### src/hdl/elg_pkg.sv
// shared types, constants and microprogram for the elgamal encryption block
`default_nettype none

package elg_pkg;

    localparam int MOD_WIDTH_DEF = 31;
    localparam int PC_W          = 4;

    // register indexes on the configuration port
    typedef enum logic [1:0] {
        REG_MODULUS    = 2'd0,
        REG_GENERATOR  = 2'd1,
        REG_PUBLIC_KEY = 2'd2,
        REG_NONE       = 2'd3
    } t_reg_idx;

    // microinstruction kinds
    typedef enum logic [2:0] {
        OP_WAIT_IN,     // wait for an input word
        OP_MUL,         // dst = a * b mod p on the shared multiplier
        OP_TEST,        // jump to target when the current exponent bit is zero
        OP_NEXT,        // shift exponent, loop to target until all bits are done
        OP_EMIT         // load the result word, then jump to target
    } t_op;

    // operand sources
    typedef enum logic [2:0] {
        SRC_ONE,
        SRC_GEN,
        SRC_PUB,
        SRC_MSG,
        SRC_BG,
        SRC_BY,
        SRC_RG,
        SRC_RY
    } t_src;

    // multiplier destinations
    typedef enum logic [2:0] {
        DST_NONE,
        DST_MSG,
        DST_BG,
        DST_BY,
        DST_RG,
        DST_RY
    } t_dst;

    typedef struct packed {
        t_op             op;
        t_src            src_a;
        t_src            src_b;
        t_dst            dst;
        logic [PC_W-1:0] target;
    } t_ctrl;

    function automatic t_ctrl mk(t_op op, t_src a, t_src b, t_dst d, logic [PC_W-1:0] tgt);
        t_ctrl c;
        c.op     = op;
        c.src_a  = a;
        c.src_b  = b;
        c.dst    = d;
        c.target = tgt;
        return c;
    endfunction

    // the program: reduce operands, ladder over exponent bits lsb first, final product
    function automatic t_ctrl micro_rom(logic [PC_W-1:0] pc);
        t_ctrl c;
        case (pc)
            4'd0:    c = mk(OP_WAIT_IN, SRC_ONE, SRC_ONE, DST_NONE, 4'd0);
            4'd1:    c = mk(OP_MUL,     SRC_ONE, SRC_GEN, DST_BG,   4'd0);
            4'd2:    c = mk(OP_MUL,     SRC_ONE, SRC_PUB, DST_BY,   4'd0);
            4'd3:    c = mk(OP_MUL,     SRC_ONE, SRC_MSG, DST_MSG,  4'd0);
            4'd4:    c = mk(OP_MUL,     SRC_ONE, SRC_ONE, DST_RG,   4'd0);
            4'd5:    c = mk(OP_MUL,     SRC_ONE, SRC_ONE, DST_RY,   4'd0);
            4'd6:    c = mk(OP_TEST,    SRC_ONE, SRC_ONE, DST_NONE, 4'd9);
            4'd7:    c = mk(OP_MUL,     SRC_BG,  SRC_RG,  DST_RG,   4'd0);
            4'd8:    c = mk(OP_MUL,     SRC_BY,  SRC_RY,  DST_RY,   4'd0);
            4'd9:    c = mk(OP_MUL,     SRC_BG,  SRC_BG,  DST_BG,   4'd0);
            4'd10:   c = mk(OP_MUL,     SRC_BY,  SRC_BY,  DST_BY,   4'd0);
            4'd11:   c = mk(OP_NEXT,    SRC_ONE, SRC_ONE, DST_NONE, 4'd6);
            4'd12:   c = mk(OP_MUL,     SRC_MSG, SRC_RY,  DST_RY,   4'd0);
            4'd13:   c = mk(OP_EMIT,    SRC_ONE, SRC_ONE, DST_NONE, 4'd0);
            default: c = mk(OP_WAIT_IN, SRC_ONE, SRC_ONE, DST_NONE, 4'd0);
        endcase
        return c;
    endfunction

endpackage

`default_nettype wire

### src/hdl/elgamal_encrypt.sv
// elgamal encryption top level: config registers, microcoded sequencer, result register
//
// channel  | dir | handshake                  | contents
// ---------+-----+----------------------------+------------------------------------
// s_axis   | in  | s_axis_tvalid/tready       | message, ephemeral exponent k
// m_axis   | out | m_axis_tvalid/tready       | c1 = g^k mod p, c2 = m*y^k mod p
// apb      | in  | psel/penable/pwrite/pready | modulus, generator, public key
//
// one word at a time; each multiply step starts the shared bit-serial multiplier and
// holds until the multiplier reports done
// reset is synchronous and active low; it clears the sequencer and output valid
// a finished result waits in the output register while the next word is taken;
// only the emit step holds while that register is still full
`default_nettype none

module elgamal_encrypt #(
    parameter int MOD_WIDTH = elg_pkg::MOD_WIDTH_DEF,
    localparam int TD_W     = ((2 * MOD_WIDTH + 7) / 8) * 8,
    localparam int APB_DW   = (MOD_WIDTH > 32) ? 64 : 32,
    localparam int APB_AW   = (MOD_WIDTH > 32) ? 5 : 4
) (
    input  wire logic              i_clk,
    input  wire logic              i_rst_n,
    // input stream
    input  wire logic              s_axis_tvalid,
    output logic                   s_axis_tready,
    input  wire logic [TD_W-1:0]   s_axis_tdata,   // message, ephemeral_exp, zero pad
    // output stream
    output logic                   m_axis_tvalid,
    input  wire logic              m_axis_tready,
    output logic [TD_W-1:0]        m_axis_tdata,   // cipher_first, cipher_second, zero pad
    // configuration
    input  wire logic              psel,
    input  wire logic              penable,
    input  wire logic              pwrite,
    input  wire logic [APB_AW-1:0] paddr,
    input  wire logic [APB_DW-1:0] pwdata,
    output logic [APB_DW-1:0]      prdata,
    output logic                   pready
);

    import elg_pkg::*;

    localparam int STRIDE = (MOD_WIDTH > 32) ? 3 : 2;
    localparam int BIT_W  = $clog2(MOD_WIDTH);
    localparam int PAD_W  = TD_W - 2 * MOD_WIDTH;

    // configuration registers
    logic [MOD_WIDTH-1:0] r_mod, r_gen, r_pub;
    t_reg_idx             cfg_idx;
    logic                 cfg_wr;

    // sequencer state
    logic [PC_W-1:0]      r_pc,     n_pc;
    logic                 r_issued, n_issued;
    logic [BIT_W-1:0]     r_bit,    n_bit;
    logic [MOD_WIDTH-1:0] r_k,      n_k;

    // datapath registers
    logic [MOD_WIDTH-1:0] r_msg, n_msg;
    logic [MOD_WIDTH-1:0] r_bg,  n_bg;
    logic [MOD_WIDTH-1:0] r_by,  n_by;
    logic [MOD_WIDTH-1:0] r_rg,  n_rg;
    logic [MOD_WIDTH-1:0] r_ry,  n_ry;

    // result register
    logic                 r_out_valid, n_out_valid;
    logic [MOD_WIDTH-1:0] r_c1, n_c1;
    logic [MOD_WIDTH-1:0] r_c2, n_c2;

    t_ctrl                ctrl;
    logic                 mul_start;
    logic                 mul_done;
    logic [MOD_WIDTH-1:0] mul_res;
    logic [MOD_WIDTH-1:0] opa, opb;
    logic                 in_acc;

    // ---------------- configuration port ----------------
    assign pready  = 1'b1;
    assign cfg_idx = t_reg_idx'(paddr[STRIDE+1:STRIDE]);
    assign cfg_wr  = psel && penable && pwrite && pready;

    always_ff @(posedge i_clk) begin
        if (!i_rst_n) begin
            r_mod <= MOD_WIDTH'(3);
            r_gen <= MOD_WIDTH'(2);
            r_pub <= MOD_WIDTH'(1);
        end else if (cfg_wr) begin
            case (cfg_idx)
                REG_MODULUS:    r_mod <= pwdata[MOD_WIDTH-1:0];
                REG_GENERATOR:  r_gen <= pwdata[MOD_WIDTH-1:0];
                REG_PUBLIC_KEY: r_pub <= pwdata[MOD_WIDTH-1:0];
                default:        ;
            endcase
        end
    end

    always_comb begin
        case (cfg_idx)
            REG_MODULUS:    prdata = APB_DW'(r_mod);
            REG_GENERATOR:  prdata = APB_DW'(r_gen);
            REG_PUBLIC_KEY: prdata = APB_DW'(r_pub);
            default:        prdata = '0;
        endcase
    end

    // ---------------- shared modular multiplier ----------------
    elg_mulmod #(
        .MOD_WIDTH (MOD_WIDTH)
    ) u_mulmod (
        .i_clk    (i_clk),
        .i_rst_n  (i_rst_n),
        .i_start  (mul_start),
        .i_a      (opa),
        .i_b      (opb),
        .i_p      (r_mod),
        .o_done   (mul_done),
        .o_result (mul_res)
    );

    // operand select from the control word
    function automatic logic [MOD_WIDTH-1:0] pick(
        t_src s, logic [MOD_WIDTH-1:0] gen, logic [MOD_WIDTH-1:0] pub,
        logic [MOD_WIDTH-1:0] msg, logic [MOD_WIDTH-1:0] bg, logic [MOD_WIDTH-1:0] by,
        logic [MOD_WIDTH-1:0] rg, logic [MOD_WIDTH-1:0] ry);
        logic [MOD_WIDTH-1:0] v;
        case (s)
            SRC_ONE: v = MOD_WIDTH'(1);
            SRC_GEN: v = gen;
            SRC_PUB: v = pub;
            SRC_MSG: v = msg;
            SRC_BG:  v = bg;
            SRC_BY:  v = by;
            SRC_RG:  v = rg;
            SRC_RY:  v = ry;
            default: v = MOD_WIDTH'(1);
        endcase
        return v;
    endfunction

    assign ctrl = micro_rom(r_pc);
    assign opa  = pick(ctrl.src_a, r_gen, r_pub, r_msg, r_bg, r_by, r_rg, r_ry);
    assign opb  = pick(ctrl.src_b, r_gen, r_pub, r_msg, r_bg, r_by, r_rg, r_ry);

    assign s_axis_tready = (ctrl.op == OP_WAIT_IN);
    assign in_acc        = s_axis_tvalid && s_axis_tready;

    // ---------------- sequencer registers ----------------
    always_ff @(posedge i_clk) begin
        if (!i_rst_n) begin
            r_pc        <= '0;
            r_issued    <= 1'b0;
            r_bit       <= '0;
            r_out_valid <= 1'b0;
        end else begin
            r_pc        <= n_pc;
            r_issued    <= n_issued;
            r_bit       <= n_bit;
            r_out_valid <= n_out_valid;
        end
        r_k   <= n_k;
        r_msg <= n_msg;
        r_bg  <= n_bg;
        r_by  <= n_by;
        r_rg  <= n_rg;
        r_ry  <= n_ry;
        r_c1  <= n_c1;
        r_c2  <= n_c2;
    end

    // ---------------- step decode and next state ----------------
    always_comb begin
        n_pc        = r_pc;
        n_issued    = r_issued;
        n_bit       = r_bit;
        n_k         = r_k;
        n_msg       = r_msg;
        n_bg        = r_bg;
        n_by        = r_by;
        n_rg        = r_rg;
        n_ry        = r_ry;
        n_c1        = r_c1;
        n_c2        = r_c2;
        mul_start   = 1'b0;
        // output register drains independently of the program
        n_out_valid = r_out_valid && !m_axis_tready;

        case (ctrl.op)
            OP_WAIT_IN: begin
                if (in_acc) begin
                    n_msg = s_axis_tdata[MOD_WIDTH-1:0];
                    n_k   = s_axis_tdata[2*MOD_WIDTH-1:MOD_WIDTH];
                    n_bit = '0;
                    n_pc  = r_pc + 1'b1;
                end
            end
            OP_MUL: begin
                if (!r_issued) begin
                    mul_start = 1'b1;
                    n_issued  = 1'b1;
                end else if (mul_done) begin
                    n_issued = 1'b0;
                    n_pc     = r_pc + 1'b1;
                    case (ctrl.dst)
                        DST_MSG: n_msg = mul_res;
                        DST_BG:  n_bg  = mul_res;
                        DST_BY:  n_by  = mul_res;
                        DST_RG:  n_rg  = mul_res;
                        DST_RY:  n_ry  = mul_res;
                        default: ;
                    endcase
                end
            end
            OP_TEST: begin
                // skip both accumulations when this exponent bit is clear
                n_pc = r_k[0] ? r_pc + 1'b1 : ctrl.target;
            end
            OP_NEXT: begin
                n_k = r_k >> 1;
                if (r_bit == BIT_W'(MOD_WIDTH - 1)) begin
                    n_pc = r_pc + 1'b1;
                end else begin
                    n_bit = r_bit + 1'b1;
                    n_pc  = ctrl.target;
                end
            end
            OP_EMIT: begin
                if (!r_out_valid || m_axis_tready) begin
                    n_out_valid = 1'b1;
                    // zero modulus gives zero results
                    n_c1 = (r_mod == '0) ? '0 : r_rg;
                    n_c2 = (r_mod == '0) ? '0 : r_ry;
                    n_pc = ctrl.target;
                end
            end
            default: n_pc = '0;
        endcase
    end

    // ---------------- output word ----------------
    assign m_axis_tvalid = r_out_valid;
    generate
        if (PAD_W > 0) begin : g_pad
            assign m_axis_tdata = {PAD_W'(0), r_c2, r_c1};
        end else begin : g_nopad
            assign m_axis_tdata = {r_c2, r_c1};
        end
    endgenerate

endmodule

`default_nettype wire

### src/hdl/elg_mulmod.sv
// bit-serial interleaved modular multiplier, msb of b first
`default_nettype none

module elg_mulmod #(
    parameter int MOD_WIDTH = elg_pkg::MOD_WIDTH_DEF
) (
    input  wire logic                 i_clk,
    input  wire logic                 i_rst_n,
    input  wire logic                 i_start,
    input  wire logic [MOD_WIDTH-1:0] i_a,      // below p, or one
    input  wire logic [MOD_WIDTH-1:0] i_b,      // any value
    input  wire logic [MOD_WIDTH-1:0] i_p,
    output logic                      o_done,
    output logic [MOD_WIDTH-1:0]      o_result
);

    localparam int CNT_W = $clog2(MOD_WIDTH);

    logic                 r_busy,  n_busy;
    logic                 r_phase, n_phase;
    logic                 r_done,  n_done;
    logic [CNT_W-1:0]     r_cnt,   n_cnt;
    logic [MOD_WIDTH-1:0] r_acc,   n_acc;
    logic [MOD_WIDTH-1:0] r_a,     n_a;
    logic [MOD_WIDTH-1:0] r_b,     n_b;
    logic [MOD_WIDTH-1:0] r_p,     n_p;
    logic [MOD_WIDTH:0]   wide;
    logic [MOD_WIDTH:0]   diff;

    always_ff @(posedge i_clk) begin
        if (!i_rst_n) begin
            r_busy  <= 1'b0;
            r_phase <= 1'b0;
            r_done  <= 1'b0;
            r_cnt   <= '0;
        end else begin
            r_busy  <= n_busy;
            r_phase <= n_phase;
            r_done  <= n_done;
            r_cnt   <= n_cnt;
        end
        r_acc <= n_acc;
        r_a   <= n_a;
        r_b   <= n_b;
        r_p   <= n_p;
    end

    always_comb begin
        n_busy  = r_busy;
        n_phase = r_phase;
        n_done  = 1'b0;
        n_cnt   = r_cnt;
        n_acc   = r_acc;
        n_a     = r_a;
        n_b     = r_b;
        n_p     = r_p;
        // phase 0 doubles, phase 1 adds a when the current bit of b is set
        if (!r_phase) begin
            wide = {r_acc, 1'b0};
        end else begin
            wide = {1'b0, r_acc} + (r_b[MOD_WIDTH-1] ? {1'b0, r_a} : '0);
        end
        diff = wide - {1'b0, r_p};
        if (i_start) begin
            n_busy  = 1'b1;
            n_phase = 1'b0;
            n_cnt   = '0;
            n_acc   = '0;
            n_a     = i_a;
            n_b     = i_b;
            n_p     = i_p;
        end else if (r_busy) begin
            n_acc   = (wide >= {1'b0, r_p}) ? diff[MOD_WIDTH-1:0] : wide[MOD_WIDTH-1:0];
            n_phase = ~r_phase;
            if (r_phase) begin
                n_b = {r_b[MOD_WIDTH-2:0], 1'b0};
                if (r_cnt == CNT_W'(MOD_WIDTH - 1)) begin
                    n_busy = 1'b0;
                    n_done = 1'b1;
                end else begin
                    n_cnt = r_cnt + 1'b1;
                end
            end
        end
    end

    assign o_done   = r_done;
    assign o_result = r_acc;

endmodule

`default_nettype wire

### config.mk
export PLATFORM = sky130hd
export DESIGN_NAME = elgamal_encrypt
export DESIGN_NICKNAME = d
export VERILOG_FILES = /design/src/hdl/elg_pkg.sv /design/src/hdl/elgamal_encrypt.sv /design/src/hdl/elg_mulmod.sv
export SDC_FILE = /design/constraint.sdc
export NUM_CORES = 1
export LEC_CHECK = 0
export BUFFER_PORTS_ARGS = -buffer_cell sky130_fd_sc_hd__buf_2
export CORE_ASPECT_RATIO = 1.4
export CORE_UTILIZATION = 51
export DETAILED_ROUTE_END_ITERATION = 16
export HOLD_SLACK_MARGIN = 0.1
export PLACE_DENSITY = 0.72
export SETUP_SLACK_MARGIN = 0.4
export SLEW_MARGIN = 30
export SYNTH_ARGS = -nofsm -noshare
export SYNTH_HDL_FRONTEND = slang
export SYNTH_SLANG_ARGS = --single-unit
### constraint.sdc
create_clock -name i_clk -period 5 [get_ports i_clk]
set_clock_uncertainty 0.15 [all_clocks]
set_input_delay 0.5 -clock i_clk [delete_from_list [all_inputs] [get_ports i_clk]]
set_output_delay 0.5 -clock i_clk [all_outputs]
set_load 0.03 [all_outputs]
# Word level (Yosys, flattened, before mapping)
# Memories as Yosys holds them, arrays and structs flattened. A register that Yosys moved wholly into a read port is not among the register bits.
# Index checks and enable logic that the tools add are counted.
# W data, S select, Z words.
# op_classes
reduce_logical	32
n_lt_le_gt_ge	1
eq_ne	33
bitwise_logic	4
n_addsub	5
mux	39
# op_table
op	count
$pmux W31 S8	2
$mux W31	10
$pmux W31 S2	2
$pmux W31 S3	1
$eq A3 B3 Y1 const B	11
$add A31 B32 Y32	1
$ge A32 B31 Y1	1
$mux W32	1
$mux W4	8
$logic_not A31 Y1	1
$sub A31 B31 Y31	1
$eq A3 B2 Y1 const B	8
$pmux W4 S5	1
$reduce_and A4 Y1	5
$eq A3 B1 Y1 const B	4
$reduce_and A2 Y1	6
$mux W1	11
$add A5 B1 Y5 const B	2
$eq A5 B5 Y1 const B	2
$mux W5	2
$pmux W5 S2	1
$logic_not A3 Y1	3
$reduce_bool A2 Y1	4
$ne A2 B1 Y1 const B	3
13 further kinds	23
# word_totals
input_bits	107
output_inout_bits	99
reg_bits	484
rom_bits	256
wordCells	138
mem_count	1
# mem_list
name	depth	word_bits	rd	rd_clocked_by_memory_dff	write_ports	line_no	text
(name not given)	16	16	1	1	0	elg_pkg.sv:69	case (pc)

# Depth between registers and ports, before layout
# Gate-level depths: netlist of the first run.
# logic_depth
depth_word	6
depth_mapped	24
ltp_nobuf	22

# By module
# A second synthesis of the first run with hierarchy kept.
# hier_totals
cells_unflattened	2433
area_unflattened_um2	26474.1
# by_module_without_submodules
module	instances	seq_area_each_um2	cells_each	area_per_inst_um2
elgamal_encrypt	1	9809.4	1515	17505.5
elg_mulmod	1	3573.4	918	8968.6

# Least setup slack after synthesis of the first run
# OpenSTA, ideal clock, no wires.
# synth_timing
path_kind	flip-flop to flip-flop
startpoint	register, netlist name ctrl[13]
endpoint	register r_rg[0], enable pin
stages_incl_launch_ff	5
required_ns	4.342
path_slack_ns	-0.379
path_buffers	1
setup_time_ns	0.508
synth_period_minus_slack_ns	5.379
arrival_time_ns	4.721
path_cell_list	dfxtp_1 -> clkbuf_1 -> nor3b_1 -> nand3_1 -> nor4b_1
# synth_via
elab_chain_len	2
# synth_lines
element	line_no	text
$eq A3 B1 Y1	elgamal_encrypt.sv:188	case (ctrl.op)
$reduce_and A4 Y1 (no source line)	--	
end signal: assignment	elgamal_encrypt.sv:165	r_rg <= n_rg;
end: declaration	elgamal_encrypt.sv:63	logic [MOD_WIDTH-1:0] r_rg, n_rg;
# No other way between the ends.
# A chain may end at the register's enable or synchronous reset.

# Worst setup path in the final report of the first run
# layout_timing
startpoint	register u_mulmod.r_b[30]
endpoint	register u_mulmod.r_acc[21], in the netlist u_mulmod.o_result[21]
# layout_via
elab_chain_len	5
elab_cells_between_ends	6
cone_classes	add/sub: 2; order compare: 1; mux: 3
# layout_lines
element	line_no	text
start: declaration	elg_mulmod.sv:25	logic [MOD_WIDTH-1:0] r_b, n_b;
start signal: assignment	elg_mulmod.sv:44	r_b <= n_b;
$mux W31 (*)	elg_mulmod.sv:61	wide = {1'b0, r_acc} + (r_b[MOD_WIDTH-1] ? {1'b0, r_a} : '0);
$add A31 B32 Y32 (*)	elg_mulmod.sv:61	
$mux W32 (*)	elg_mulmod.sv:58	if (!r_phase) begin
$sub A31 B31 Y31 or $ge A32 B31 Y1 (tied branches)	elg_mulmod.sv:63, elg_mulmod.sv:73	
$mux W31 (*)	elg_mulmod.sv:73	n_acc = (wide >= {1'b0, r_p}) ? diff[MOD_WIDTH-1:0] : wide[MOD_WIDTH-1:0];
end signal: assignment	elg_mulmod.sv:42	r_acc <= n_acc;
end: declaration	elg_mulmod.sv:23	logic [MOD_WIDTH-1:0] r_acc, n_acc;
# Every way passes the cells marked *; elsewhere a longest branch is shown, timed or not.

==> results of run 1 <==
area by class of cell:
| cell class | instances | area, sq um | share of cell area [%] |
|---|---|---|---|
| Antenna cell | 3 | 7.51 | 0.0232 |
| Multi-Input combinational cell | 1726 | 12600 | 39.0 |
| Clock buffer | 60 | 1280 | 3.94 |
| Sequential cell | 498 | 13400 | 41.3 |
| Inverter | 74 | 278 | 0.857 |
| Tap cell | 650 | 813 | 2.51 |
| Clock inverter | 26 | 244 | 0.753 |
| Timing Repair Buffer | 524 | 3740 | 11.5 |
placed cells by master, fill, tap and decap left out, drive strengths merged, types with 22 or more instances in the layout:
master       netlist  final
dfxtp            157    157
o21ai            139    139
a21boi            94     94
mux2i             79     79
mux4              30     30
xor2              22     22
nor2             113    113
a211oi            24     24
a22oi             37     37
a221oi            31     31
and2              44     44
nor3              23     23
inv               73     75
dlygate4sd3        0     89
a21o              38     38
nand2            337    337
mux2             133    133
a21oi            132    132
ha                73     73
xnor2             31     31
buf               26    435
clkbuf           131     60
nand3             43     43
edfxtp           341    341
nor2b             84     84
critical path, cell delays in order, from the launching register on:
cell      delay (ns)
edfxtp_1        0.46
buf_4           0.18
buf_8           0.15
and2_1          0.18
ha_4            0.30
a21oi_1         0.08
a32oi_1         0.23
o31ai_2         0.10
buf_4           0.16
o211ai_1        0.18
buf_4           0.17
a21oi_4         0.08
buf_4           0.14
buf_4           0.12
o21ai_0         0.21
mux2i_1         0.16
or2_2           0.32
ha_1            0.30
nand3_1         0.11
nor4_2          0.19
nand3_2         0.10
nand2_2         0.12
a21oi_4         0.04
o221ai_4        0.12
buf_6           0.18
buf_12          0.17
mux2i_1         0.23
a211oi_1        0.10
worst paths after layout:
path                                        from               endpoint  slack (ns)  cells after the start
worst min register to register          r_mod[6]               r_mod[6]        0.35                      2
worst min-delay path             s_axis_tdata[2]               r_msg[2]        0.12                      2
worst max register to register  u_mulmod.r_b[30]  u_mulmod.o_result[21]       -0.18                     27
worst max-delay path            u_mulmod.r_b[30]  u_mulmod.o_result[21]       -0.18                     27
cell families after synthesis:
group           synth area share (%)
compound gates                  15.9
xor+xnor                        1.76
other cells                   0.0285
fa+ha+maj                       3.62
flops                           50.8
mux                             11.3
buf+inv                         3.53
simple gates                    13.1
through the flow:
step / total power [mW] / util (%) / setup slack, ns / hold WS, ns
3_5_place_dp: 10.8 / 57.8 / -0.350 / 0.337
3_3_place_gp: 10.8 / 57.8 / -0.316 / 0.330
5_1_grt: 15.6 / 63.5 / -0.354 / 0.127
2_1_floorplan: 8.49 / - / -0.379 / 0.302
4_1_cts: 14.7 / 63.2 / -0.128 / 0.110
6_report: 14.9 / 63.5 / -0.180 / 0.122
sequential cells by signal (all words and copies together), names as in the netlist, 4 cells and up:
name and count:
u_mulmod.o_result 31, r_c1 31, ctrl 14, r_by 31
r_msg 31, r_rg 31, u_mulmod.r_b 31, u_mulmod.r_p 31
r_ry 31, r_pub 31, r_c2 31, r_mod 31
u_mulmod.r_cnt 5, r_k 31, u_mulmod.r_a 31, r_bit 5
r_gen 31, r_pc 4, r_bg 31
routing by layer:
metal | wire length [microns] | track usage [%] | share of wire [%] | vias up
met2 | 44700 | 58.9 | 48 | 1190
met1 | 35400 | 43.4 | 38 | 10700
met4 | 4770 | 16.1 | 5.1 | 0
li1 | - | - | - | 9874
met5 | 0 | 0 | 0 | -
met3 | 8100 | 6.27 | 8.7 | 247
timing repair:
item | 4_1_cts | 5_1_grt
pin swaps | 11 | 8
hold buffers | 89 | 0
buffers inserted | 6 | 6
endpoints found under the hold margin | 151 | 0
resized for setup | 47 | 24
setup endpoints to repair | 31 | 31
power by group through the flow:
stage	combinational, mW	sequential, mW	clock, mW
after floorplan	3.27	5.22	0
after global placement	5.50	5.27	0
after detailed placement	5.57	5.27	0
after CTS	5.92	5.19	3.63
after global routing	6.56	5.23	3.77
final	6.14	5.20	3.60
==> results.py, run 1 <==
metrics = {
    "clocking": {
        "cts_root_buffer": "clkbuf_16",
        "cts_tree": "yes",
        "worstSkewPairLatency_ns": 0.62,
        "clock_path_buffers": 3,
        "numCtsBuffers": 47,
        "cts.sinks": 498,
        "h-tree-depth": 2,
        "clk_pin_slew_ns": 0.06,
    },
    "worst_setup_path": {
        "required_ns": 5.31,
        "cp-start-kind": "flip-flop",
        "critPathMaxFanout": 23,
        "crit_path_end_kind": "flip-flop",
        "cp.arrival_ns": 5.49,
        "critPathKind": "flip-flop to flip-flop",
    },
    "power_and_ir_drop": {
        "p_int_mw": 9.65,
        "p_comb_share_pct": 41.1,
        "leakage_nw": 12.5,
        "vdd_drop_max_mv": 0.380,
        "p_clk_share_pct": 24.1,
        "p_seq_share_pct": 34.8,
        "p_per_area_nw_per_um2": 461,
        "p_sw_share_pct": 35.4,
        "power.net_switching_mw": 5.29,
    },
    "global_routing": {
        "track_usage_pct": 34.9,
        "grt_pass1_wl_microns": 136000,
        "overflow": 0,
        "antenna_found_initial": 4,
        "grt_max_degree": 72,
        "grt_pass1_vias": 21700,
    },
    "finish": {
        "layout.cells.non_filler": 3561,
        "fin_area_sq_um": 32400,
        "fillers": 4029,
        "layout-drive-gt1-share_pct": 26.8,
        "final_nets": 3053,
        "syn_to_final_growth_pct": 23.1,
    },
    "timing": {
        "tightest_slew_ns": 1.09,
        "slew_headroom_pct": 27.4,
        "min_period_ns": 5.18,
        "max_freq_ghz": 0.193,
        "setup_ws_ns": -0.180,
        "drv_slew": 0,
        "grt_setup_unrepaired": "true",
        "finalSetupTns_ns": -2.86,
        "finalHoldViolations": 0,
        "timing.final.crit_share_pct": 104,
        "setup_violations": 31,
    },
    "routing": {
        "drcViolationCount": 0,
        "route.vias.total": 22100,
        "drt-initial-drc-count": 2299,
        "drt_wl_total_microns": 92900,
        "vias_per_cell": 6.19,
        "dr.pass1.iters": 8,
        "final_antenna_net_count": 0,
        "wl_per_cell_microns": 26.1,
    },
    "yosys": {
        "syn-cell-area_sq_um": 26300,
        "synth_warnings": 0,
        "synth-edff-count": 341,
        "yosysTopAreaCell": "edfxtp_1",
        "async_flop_share_pct": 0,
        "ys_seq_area_share_pct": 50.8,
        "syn_inst": 2453,
        "synth_commonest_cells": "edfxtp_1, nand2_1, dfxtp_1",
        "ys_ff_latch": 498,
        "synth_area_leaders": "edfxtp_1, dfxtp_1, mux2_2, nand2_1, ha_1",
        "synth_cell_types": 89,
        "ys.flop_type": "edfxtp_1",
        "yosysMostFrequentCell": "edfxtp_1",
        "synth.avg_cell_area_sq_um": 10.7,
        "yosys.area.top_type_share_pct": 38.9,
    },
    "die": {
        "dieArea_sq_um": 52500,
        "placementRows": 98,
        "fp.dieH_microns": 271,
        "die_w_microns": 194,
        "start_util_pct": 51.6,
        "num_io_pins": 206,
        "core-area_sq_um": 51000,
    },
    "placed_design": {
        "globalplace.congestion": 1.03,
        "dp_cells": 3371,
        "dpl-instance-area_sq_um": 29500,
        "port_buffers": 196,
        "dp_hpwl_microns": 68200,
    },
    "worst_hold_path": {
        "worstHoldPathType": "primary input to flip-flop",
    },
    "job": {
        "cap_violations": 0,
    },
    "run_status": {
        "outcome": "finished with violations",
        "violations": "setup timing",
    },
}
No activity file was read; power rests on OpenSTA's default activity.
==> run 2, diff against run 1 <==
Settings changed: SETUP_SLACK_MARGIN 0.4 to unset.
==> run 2 against run 1 <==
Against the previous run:
- the run still ends with setup timing left
- power is 2.4% higher
- combinational power rose by 2%
- sequential power is essentially flat
- core utilization increased by 0.25 points
- design area rose by 0.39%
- fmax decreased by 0.74%
- sequential share of layout area shrank 0.16 points
- non-clock buffer count is 7 lower
- largest power group unchanged
- critical path type unchanged
- clock power grew 6.4%
- register-to-register slack got worse by 0.04 ns
- critical path depth decreased by 2
- worst hold slack better by 0.013 ns
==> results.py, run 2 (synthesis gave the netlist of run 1 again) <==
metrics = {
    "run_status": {
        "outcome": "finished with violations",
        "violations": "setup timing",
    },
    "placed_design": {
        "port_buffers": 196,
        "dpl-instance-area_sq_um": 29200,
        "globalplace.congestion": 1.06,
        "dp_slack_ns": -0.741,
        "dp_cells": 3356,
        "dp_hpwl_microns": 66800,
    },
    "routing": {
        "drt_wl_total_microns": 91600,
        "dr.pass1.iters": 9,
        "drcViolationCount": 0,
        "drt-initial-drc-count": 2571,
        "vias_per_cell": 6.24,
        "wl_per_cell_microns": 25.8,
        "final_antenna_net_count": 0,
        "route.vias.total": 22200,
    },
    "timing": {
        "timing.final.crit_share_pct": 104,
        "finalHoldViolations": 0,
        "finalSetupTns_ns": -3.87,
        "grt_setup_unrepaired": "true",
        "tightest_slew_ns": 1.03,
        "drv_slew": 0,
        "setup_ws_ns": -0.219,
        "min_period_ns": 5.22,
        "slew_headroom_pct": 31.0,
        "max_freq_ghz": 0.192,
        "setup_violations": 31,
    },
    "die": {
        "start_util_pct": 51.6,
        "dieArea_sq_um": 52500,
        "num_io_pins": 206,
        "placementRows": 98,
        "core-area_sq_um": 51000,
        "fp.dieH_microns": 271,
        "die_w_microns": 194,
    },
    "power_and_ir_drop": {
        "leakage_nw": 12.5,
        "power_mw": 15.3,
        "p_int_mw": 9.95,
        "vdd_drop_max_mv": 0.295,
        "p_comb_share_pct": 40.9,
        "p_clk_share_pct": 25.1,
        "p_seq_share_pct": 34.0,
        "power.net_switching_mw": 5.35,
        "p_sw_share_pct": 35.0,
        "p_per_area_nw_per_um2": 470,
    },
    "clocking": {
        "numCtsBuffers": 48,
        "cts.sinks": 498,
        "clk_pin_slew_ns": 0.07,
        "cts_tree": "yes",
        "cts_root_buffer": "clkbuf_16",
        "worstSkewPairLatency_ns": 0.63,
        "clock_path_buffers": 3,
        "h-tree-depth": 2,
    },
    "finish": {
        "register_area_sq_um": 13400,
        "syn_to_final_growth_pct": 23.6,
        "fillers": 3945,
        "multiInputGateArea_sq_um": 12600,
        "layout-drive-gt1-share_pct": 27.0,
        "final_nets": 3047,
        "layout.cells.non_filler": 3558,
        "layout_commonest_cell": "edfxtp_1",
        "fin_area_sq_um": 32500,
        "final_cell_mix": "edfxtp_1, nand2_1, buf_4",
    },
    "job": {
        "cap_violations": 0,
    },
    "worst_setup_path": {
        "cp.arrival_ns": 5.57,
        "worstReg2RegStart": "u_mulmod.r_b[30]",
        "reg2reg_slack_ns": -0.22,
        "critPathKind": "flip-flop to flip-flop",
        "cp-start-kind": "flip-flop",
        "critPathMaxFanout": 4,
        "crit_path_end_kind": "flip-flop",
        "r2r_end": "u_mulmod.o_result[1]",
        "required_ns": 5.35,
        "r2r_cells": 25,
    },
    "global_routing": {
        "antenna_found_initial": 6,
        "grt_pass1_vias": 21700,
        "use_met2_pct": 57.5,
        "grt_pass1_wl_microns": 135000,
        "grtUsageMet3_pct": 6.66,
        "grt_max_degree": 63,
        "overflow": 0,
        "track_usage_pct": 34.4,
        "gr-usage-met1_pct": 41.9,
        "grt_busiest_layer": "met2",
    },
    "worst_hold_path": {
        "hold_depth": 2,
        "whs_endpoint": "r_msg[24]",
        "min_from": "s_axis_tdata[24]",
        "worstHoldPathType": "primary input to flip-flop",
    },
}
-- run 2: cell types whose count changed in the layout (fill, tap and decap cells not counted), sizes merged --
cell and delta:
clkinvlp +3, dlygate4sd3 -3, buf -4, inv +1
-- run 2: routing by layer --
layer / vias to the layer above / share of wire, % / wire [microns]
li1: 9878 / - / -
met1: 10800 / 37 / 34200
met2: 1251 / 48 / 43700
met3: 232 / 9.1 / 8320
met4: 2 / 5.9 / 5430
met5: - / 0.011 / 10
-- run 2: layout make-up --
cell class                 instances  area share, %
sequential                       498           41.2
multi-input combinational       1726           38.8
timing repair buffer             517           11.5
clock buffer                      60           4.22
tap                              650           2.50
clock inverter                    30          0.919
inverter                          74          0.854
antenna                            3         0.0231
-- run 2: critical path: stages, from the launching register on --
cell and delay, ns:
edfxtp_1 0.42, and2_4 0.17, ha_4 0.15, fa_2 0.36, a21o_1 0.21, o2bb2ai_2 0.14
o31ai_2 0.20, buf_4 0.17, o211ai_1 0.08, buf_4 0.19, a21o_1 0.20, o41ai_4 0.37
xnor2_1 0.14, mux2_4 0.31, ha_4 0.30, nand3_4 0.08, nor4_4 0.31, nand3_1 0.15
nand2_1 0.13, a21oi_2 0.05, o221ai_4 0.10, buf_12 0.15, buf_4 0.10, mux2_4 0.29
mux2i_2 0.15, nor2_1 0.05
-- run 2: worst max-delay path by stage --
| stage | start | endpoint | slack [ns] | cells past startpoint |
|---|---|---|---|---|
| after floorplan | ctrl[13] | r_rg[0] | -0.38 | 4 |
| after global placement | u_mulmod.r_b[30] | u_mulmod.o_result[28] | -0.67 | 22 |
| after detailed placement | u_mulmod.r_b[30] | u_mulmod.o_result[24] | -0.74 | 24 |
| after CTS | u_mulmod.r_b[30] | u_mulmod.o_result[6] | -0.26 | 24 |
| after global routing | u_mulmod.r_b[30] | u_mulmod.o_result[1] | -0.38 | 25 |
| final | u_mulmod.r_b[30] | u_mulmod.o_result[1] | -0.22 | 25 |
-- run 2: timing repair --
item / in CTS / in global routing
gates resized for setup: 70 / 47
setup endpoints to repair: 31 / 31
endpoints found under the hold margin: 148 / 0
cloned: 2 / 0
buffers inserted: 15 / 7
hold buffers: 86 / 0
pin swaps: 42 / 34
-- run 2: stage by stage --
stage / util (%) / hold WS, ns
6_report: 63.8 / 0.134
5_1_grt: 63.8 / 0.129
4_1_cts: 63.1 / 0.100
3_5_place_dp: 57.2 / 0.332
3_3_place_gp: 57.2 / 0.314
2_1_floorplan: - / 0.302
-- run 2: power groups by stage --
| stage | sequential (mW) | clock [mW] | combinational, mW |
|---|---|---|---|
| finish | 5.20 | 3.83 | 6.27 |
| global route | 5.23 | 4.02 | 6.69 |
| CTS | 5.19 | 3.87 | 5.87 |
| detailed placement | 5.27 | 0 | 5.31 |
| global placement | 5.27 | 0 | 5.27 |
| floorplan | 5.21 | 0 | 3.13 |
